### config.mk
export PLATFORM = sky130hd
export DESIGN_NAME = dtq_ctrl
export DESIGN_NICKNAME = d
export VERILOG_FILES = /design/src/sv/dtq_pkg.sv /design/src/sv/dtq_ctrl.sv
export SDC_FILE = /design/constraint.sdc
export NUM_CORES = 1
export LEC_CHECK = 0
export BUFFER_PORTS_ARGS = -buffer_cell sky130_fd_sc_hd__buf_2
export CAP_MARGIN = 20
export CORE_AREA = 2 2 39 41
export DETAILED_ROUTE_END_ITERATION = 16
export DIE_AREA = 0 0 41 43
export SLEW_MARGIN = 30
export SYNTH_ARGS = -nofsm -noshare
export SYNTH_HDL_FRONTEND = slang
export SYNTH_SLANG_ARGS = --single-unit
export TNS_END_PERCENT = 5
### constraint.sdc
create_clock -name clock -period 2.2 [get_ports clock]
set_clock_uncertainty 0.2 [all_clocks]
set_input_delay 0.44 -clock clock [delete_from_list [all_inputs] [get_ports clock]]
set_output_delay 0.44 -clock clock [all_outputs]
set_load 0.05 [all_outputs]
### src/sv/dtq_pkg.sv
// ----------------------------------------------------------------------------
// dtq_pkg
// Types and constants shared by the deadline timer queue modules.
// ----------------------------------------------------------------------------
package dtq_pkg;

   localparam int CAPACITY_DEFAULT = 32;
   localparam int TIME_BITS        = 48;
   localparam int ID_BITS          = 8;
   localparam int COUNT_BITS       = 6;

   typedef enum logic {
      OP_ARM    = 1'b0,
      OP_EXPIRE = 1'b1
   } op_type;

   typedef enum logic [1:0] {
      KIND_ARMED    = 2'd0,
      KIND_EXPIRED  = 2'd1,
      KIND_NONE_DUE = 2'd2,
      KIND_REJECTED = 2'd3
   } kind_type;

   typedef enum logic [1:0] {
      ST_IDLE,
      ST_ARM,
      ST_EXPIRE
   } state_type;

   typedef struct packed {
      op_type               operation;
      logic [ID_BITS-1:0]   timer_id;
      logic [TIME_BITS-1:0] deadline;
      logic [TIME_BITS-1:0] now;
   } req_type;

   typedef struct packed {
      kind_type              kind;
      logic [ID_BITS-1:0]    expired_id;
      logic [TIME_BITS-1:0]  expired_deadline;
      logic                  last;
      logic [COUNT_BITS-1:0] pending_count;
      logic                  queue_empty;
      logic [TIME_BITS-1:0]  next_deadline;
   } rsp_type;

   // controller -> datapath
   typedef struct packed {
      logic load;      // latch request word
      logic arm;       // sorted insert, one result
      logic pop;       // release head timer
      logic none_due;  // report nothing due
   } cmd_type;

   // datapath -> controller
   typedef struct packed {
      logic due_head;  // head entry is due at now
      logic due_next;  // second entry is due at now
   } stat_type;

endpackage

### src/sv/dtq_ctrl.sv
// ----------------------------------------------------------------------------
// dtq_ctrl
// Sequencer for the timer queue: accepts a request word, runs an insert
// step or a release loop of one timer per cycle, or reports that nothing is due.
// ----------------------------------------------------------------------------
module dtq_ctrl (
   input  logic               clock,
   input  logic               reset,
   input  logic               start,
   input  dtq_pkg::op_type    operation,
   input  dtq_pkg::stat_type  stat,
   output dtq_pkg::cmd_type   cmd,
   output logic               busy
);
   import dtq_pkg::*;

   state_type state_ff, state_in;

   // state register
   always_ff @(posedge clock) begin
      if (reset) begin
         state_ff <= ST_IDLE;
      end else begin
         state_ff <= state_in;
      end
   end

   // next state
   always_comb begin
      state_in = state_ff;
      case (state_ff)
         ST_IDLE: begin
            if (start) begin
               state_in = (operation == OP_ARM) ? ST_ARM : ST_EXPIRE;
            end
         end
         ST_ARM: begin
            state_in = ST_IDLE;
         end
         ST_EXPIRE: begin
            // keep releasing while the following entry is also due
            if (!(stat.due_head && stat.due_next)) begin
               state_in = ST_IDLE;
            end
         end
         default: begin
            state_in = ST_IDLE;
         end
      endcase
   end

   // outputs
   always_comb begin
      cmd  = '0;
      busy = 1'b1;
      case (state_ff)
         ST_IDLE: begin
            busy     = 1'b0;
            cmd.load = start;
         end
         ST_ARM: begin
            cmd.arm = 1'b1;
         end
         ST_EXPIRE: begin
            cmd.pop      = stat.due_head;
            cmd.none_due = !stat.due_head;
         end
         default: begin
            busy = 1'b1;
         end
      endcase
   end

endmodule

Word level (Yosys, flattened, before mapping)
Cells that the tools add are included.
W data, S select, Z words.
{"block": "op_classes", "eq_ne": 4, "n_mux": 8, "n_reduce_logical": 4}
{"cell": "$mux W2", "n": 4}
{"cell": "$ne A2 B2 Y1 const B", "n": 2}
{"cell": "$pmux W2 S2", "n": 1}
{"cell": "$mux W1", "n": 3}
{"cell": "$eq A2 B1 Y1 const B", "n": 1}
{"cell": "$eq A2 B2 Y1 const B", "n": 1}
{"cell": "$logic_not A2 Y1", "n": 1}
{"cell": "$reduce_and A2 Y1", "n": 1}
{"cell": "$logic_and A1 B1 Y1", "n": 1}
{"cell": "$logic_not A1 Y1", "n": 1}
{"block": "totals", "reg_bits": 2, "inputBits": 6, "output_inout_bits": 5, "word_cells": 17}

Depth between registers and ports, before layout
Gate-level depths: netlist of run 1.
{"block": "depth", "word_depth": 3, "ltp_mapped": 2, "mapped_depth_nobuf": 2}

Least setup slack after synthesis of run 1
No wires, ideal clock.
{"block": "synth_path", "path_type": "input port to output port", "start": "in stat[1] in the netlist's numbering", "end": "out cmd[0] in the netlist's numbering", "arrival_time_ns": 1.584, "required_time_ns": 1.560, "setup_slack_ns": -0.024, "cell_stages": 1, "path_buffers": 0, "cell_sequence": "nor3b_1"}
{"block": "synth_between", "elab_chain_cells": 2}
{"item": "from (decl)", "line": "dtq_ctrl.sv:11", "text": "input dtq_pkg::stat_type stat,"}
{"item": "$logic_not A1 Y1", "line": "dtq_ctrl.sv:66", "text": "cmd.none_due = !stat.due_head;"}
{"item": "$mux W2", "line": "dtq_ctrl.sv:56", "text": "case (state_ff)"}
{"item": "to (decl)", "line": "dtq_ctrl.sv:12", "text": "output dtq_pkg::cmd_type cmd,"}
No other way between the ends.

==> run_results.csv, run 1 <==
group,metric,value,unit
setup_path,slowest_delay,0.33,ns
setup_path,worstPathCellList,"nor3b_2, buf_2",
layout,final_util,15.4,%
cts,cts_root_buffer,"clkbuf_4",
global_routing,grt_util_all_layers,4.41,%
layout,reg.largest.list,"state_ff: 2 flops",
floorplan,die_y,43,µm
setup_path,critPathLaunchType,"register",
floorplan,start_util,8.32,%
floorplan,num_rows,14,
detailed_routing,drc,0,
cts,cts-buffers-inserted,3,
detailed_routing,dr.pass1.iters,2,
sta,hold_violations,0,
layout,antennaDiodeCount,0,
sta,fin_hold_ws,0.200,ns
setup_path,crit_arrival,1.11,ns
synthesis,synthSimpleGateAreaFrac,52.2,%
detailed_routing,drt_iter0_markers,1,
placement,place_hpwl,242,µm
synthesis,syn_nets,17,
cts,worstSkewPairLatency,0.22,ns
job,cap_violations,0,
run_status,status,"finished, final reports clean",
cts,htree_levels,1,
cts,cts_hold_buffers,0,
detailed_routing,drt-total-wl,300,µm
synthesis,avgSynthCellArea,10.5,µm²
floorplan,die-width,41,µm
sta,max_freq,0.570,GHz
layout,largest_reg_flops,2,
setup_path,cp-end-kind,"output port",
sta,period_needed,1.75,ns
layout,top_register,"state_ff",
setup_path,critPathCapture,"cmd[3]",
layout,ff_latch_area,40.0,µm²
detailed_routing,antenna_left,0,
synthesis,synth_compound_area_share,9.78,%
synthesis,synth_area,115,µm²
detailed_routing,via_count,130,
pwr,p_per_area,735,nW/µm²
sta,setup_viol,0,
cts,clk_pin_slew_worst_paths,0.03,ns
global_routing,grt_pass1_vias,101,
floorplan,coreArea,1380,µm²
setup_path,path_max_fanout,5,
floorplan,io_pins,11,
sta,tightest_slew,0.251,ns
sta,max_slew_margin,83.4,%
setup_path,r2r_slack,1.02,ns
setup_path,r2r-start,"state_ff[0]",
pwr,peakVddDrop,0.128,mV
min_path,hp-start,"operation",
sta,finalSetupTns,0,ns
min_path,min_path_type,"in2reg",
cts,cts_buffer_depth,2,
layout,area_growth,84.8,%
detailed_routing,viasPerCell,3.25,
global_routing,antenna_found_initial,0,
synthesis,synthMuxAreaShare,0,%
setup_path,path_class,"reg2out",
sta,min_period_over_period,79.7,%
synthesis,ys_seq_area_share,34.8,%
cts,cts_resized,0,
layout,nFillCells,153,
setup_path,worstPathRequired,1.56,ns
layout,final_nets,32,
global_routing,grt_pass1_wl,407,µm
placement,portBuffers,10,
pwr,leakage,0.000117,µW
cts,cts_setup_buffers,0,
layout,drive_above_1_share,70.8,%
setup_path,regToRegEndpoint,"state_ff[1]",
detailed_routing,drt-wirelength-per-cell,7.50,µm
synthesis,synth_top_family_by_area,"simple AND/OR/NAND/NOR gates",
setup_path,crit_slowest_cell,"dfxtp_1",
cts,cts_tree,"done",
synthesis,synthCells,11,
global_routing,grt_max_degree,6,
setup_path,rr_worst_depth,2,
synthesis,synthAdderAreaFrac,0,%
synthesis,ys_warn_count,0,
synthesis,yosys_register_bits,2,
setup_path,cp-startpoint,"state_ff[0]",
floorplan,dieArea,1760,µm²
placement,routabilityCongestion,0.568,
sta,slew_violations,0,
synthesis,synth_cell_types,8,
cts,cts_num_sinks,2,
global_routing,gr-total-overflow,0,
sta,grt_setup_unrepaired,"no",
layout,multi_input_area,76.3,µm²
synthesis,synth_xor_area_share,0,%
==> worst min-delay path by stage <==
stage	to	slack, ns	cells past startpoint
2_1_floorplan	state_ff[0]	0.31	1
3_3_place_gp	state_ff[0]	0.42	2
3_5_place_dp	state_ff[0]	0.43	2
4_1_cts	state_ff[0]	0.19	2
5_1_grt	state_ff[0]	0.20	2
6_report	state_ff[0]	0.20	2
==> cell type report <==
| cell class | count | share of cell area (%) |
|---|---|---|
| Multi-Input combinational cell | 8 | 35.9 |
| Timing Repair Buffer | 10 | 23.5 |
| Sequential cell | 2 | 18.8 |
| Clock buffer | 3 | 10.6 |
| Tap cell | 16 | 9.41 |
| Inverter | 1 | 1.76 |
==> cell usage after synthesis <==
library cell  instances  area [µm²]
dfxtp_1               2        40.0
nor2b_1               2        12.5
nor3b_2               2        25.0
a32o_2                1        11.3
and3b_1               1        8.76
inv_1                 1        3.75
nor3b_1               1        7.51
or2_1                 1        6.26
==> report_power, final <==
| group | switching, µW | internal, µW |
|---|---|---|
| registers | 2.05 | 38.3 |
| clock network | 19.9 | 60.1 |
| logic | 24.0 | 11.9 |
| total | 46.0 | 110 |
==> worst max-delay path, delay by kind of cell (launching register included) <==
kind | cells | cell delay [ns]
buf+inv | 1 | 0.31
flops | 1 | 0.33
simple gates | 1 | 0.25
==> logic make-up (layout without fill, tap and decap cells) <==
family	count (synthesis)	in the layout
compound gates	1	1
buf+inv	1	14
flops	2	2
simple gates	7	7
==> stage by stage <==
stage / total power (µW) / setup WS [ns] / area (µm²) / cells
5_1_grt: 169 / 0.368 / 213 / 40
6_report: 156 / 0.446 / 213 / 40
3_5_place_dp: 77.1 / 0.520 / 190 / 37
2_1_floorplan: 66.0 / 0.427 / 120 / 11
3_3_place_gp: 76.6 / 0.544 / 190 / 37
4_1_cts: 163 / 0.418 / 213 / 40
==> per-layer routing <==
metal	up-vias	global-route usage [%]	wire, µm
met3	0	4.71	62
li1	66	-	-
met1	53	5.11	139
met5	-	0	0
met2	11	3.13	97
met4	0	6.00	0
==> cell usage in the layout, fill, tap and decap left out <==
cell,count
a32o_2,1
and3b_1,1
buf_2,10
clkbuf_4,3
dfxtp_1,2
inv_1,1
nor2b_1,2
nor3b_2,3
or2_1,1
(Power assumes the default switching activity.)
==> run 2, diff against run 1 <==
==> constraint.sdc (replaced) <==
create_clock -name clock -period 1.72 [get_ports clock]
set_clock_uncertainty 0.2 [all_clocks]
set_input_delay 0.344 -clock clock [delete_from_list [all_inputs] [get_ports clock]]
set_output_delay 0.344 -clock clock [all_outputs]
set_load 0.05 [all_outputs]
==> run_results.csv, run 2 (synthesis gave the netlist of run 1 again) <==
group,metric,value,unit
run_status,status,"finished, final reports clean",
sta,period_needed,1.64,ns
min_path,min_path_type,"in2reg",
detailed_routing,drt-total-wl,296,µm
layout,layout_common_cells,"9 x buf_2, 4 x clkbuf_4, 3 x nor3b_2, 2 x nor2b_1, 2 x dfxtp_1",
placement,place_hpwl,248,µm
cts,worstSkewPairLatency,0.22,ns
detailed_routing,via_count,129,
layout,top_register,"state_ff",
setup_path,worstPathRequired,1.18,ns
sta,max_freq,0.610,GHz
setup_path,cp-startpoint,"state_ff[0]",
pwr,peakVddDrop,0.243,mV
setup_path,path_max_fanout,5,
pwr,finalPower,199,µW
floorplan,die-width,41,µm
setup_path,path_class,"reg2out",
detailed_routing,antenna_left,0,
cts,cts_root_buffer,"clkbuf_4",
global_routing,grt_util_all_layers,4.61,%
cts,cts_tree,"done",
placement,dp.cells,37,
cts,cts_resized,0,
min_path,hp-start,"operation",
sta,setup_viol,0,
layout,final_area,215,µm²
cts,cts_buffer_depth,2,
cts,htree_levels,1,
setup_path,crit_arrival,1.10,ns
cts,clk_pin_slew_worst_paths,0.03,ns
placement,portBuffers,10,
layout,final_common_cell,"buf_2",
sta,max_slew_margin,83.3,%
cts,cts_num_sinks,2,
layout,reg.largest.list,"state_ff: 2 flops",
setup_path,cp-end-kind,"output port",
setup_path,r2r_slack,0.55,ns
floorplan,start_util,8.32,%
layout,area_growth,87.0,%
detailed_routing,drt_iter0_markers,0,
sta,slew_violations,0,
setup_path,r2r-start,"state_ff[0]",
job,cap_violations,0,
layout,drive_above_1_share,70.8,%
pwr,leakage,0.000117,µW
floorplan,coreArea,1380,µm²
cts,cts_hold_buffers,0,
pwr,p_per_area,925,nW/µm²
global_routing,grt_pass1_wl,400,µm
detailed_routing,dr.pass1.iters,1,
floorplan,io_pins,11,
layout,largest_reg_flops,2,
layout,final_nets,32,
cts,cts_setup_buffers,0,
detailed_routing,drt-wirelength-per-cell,7.40,µm
floorplan,num_rows,14,
sta,min_period_over_period,95.3,%
global_routing,gr-total-overflow,0,
global_routing,grt_pass1_vias,102,
sta,fin_hold_ws,0.102,ns
global_routing,grt_max_degree,6,
placement,dpl_cell_area,190,µm²
sta,hold_violations,0,
global_routing,antenna_found_initial,0,
floorplan,dieArea,1760,µm²
floorplan,die_y,43,µm
placement,routabilityCongestion,0.568,
detailed_routing,drc,0,
detailed_routing,viasPerCell,3.23,
layout,layoutNonFillerInstCount,40,
cts,cts-buffers-inserted,3,
layout,antennaDiodeCount,0,
setup_path,critPathLaunchType,"register",
sta,tightest_slew,0.252,ns
run 2: cell types whose count changed in the layout (fill, tap and decap cells not counted), sizes merged:
| cell | before | now |
|---|---|---|
| clkbuf | 3 | 4 |
| buf | 10 | 9 |
run 2: critical path: stages, from the launching register on:
cell	delay [ns]
dfxtp_1	0.34
nor3b_2	0.26
clkbuf_4	0.28
run 2: per-stage QoR:
stage,util [%],setup TNS [ns],worst slack (ns)
global placement,13.7,0,0.258
floorplan,-,0,0.0701
global route,15.6,-0.00190,-0.00190
CTS,15.4,0,0.0412
finish,15.6,0,0.0806
detailed placement,13.7,0,0.241
run 2: path summary, 6_finish.rpt:
check        cells after the start     endpoint
min                              2  state_ff[0]
max                              2       cmd[3]
max reg2reg                      2  state_ff[1]
min reg2reg                      2  state_ff[0]
run 2: cell type report:
cell class                 instances  area [µm²]
fill                             154        1170
multi-input combinational          8        76.3
timing repair buffer              10        52.6
sequential                         2        40.0
clock buffer                       3        22.5
tap                               16        20.0
inverter                           1        3.75
run 2: layer usage:
metal	vias to the layer above	track usage, %	part of all wire, %
li1	67	-	-
met1	49	5.11	54
met2	13	2.81	24
met3	0	7.85	22
met4	0	4.00	0
met5	-	0	0
run 2: report_power, final:
group	internal (µW)	switching, µW
Combinational	16.1	30.8
Sequential	49.0	2.77
Clock	76.7	23.7
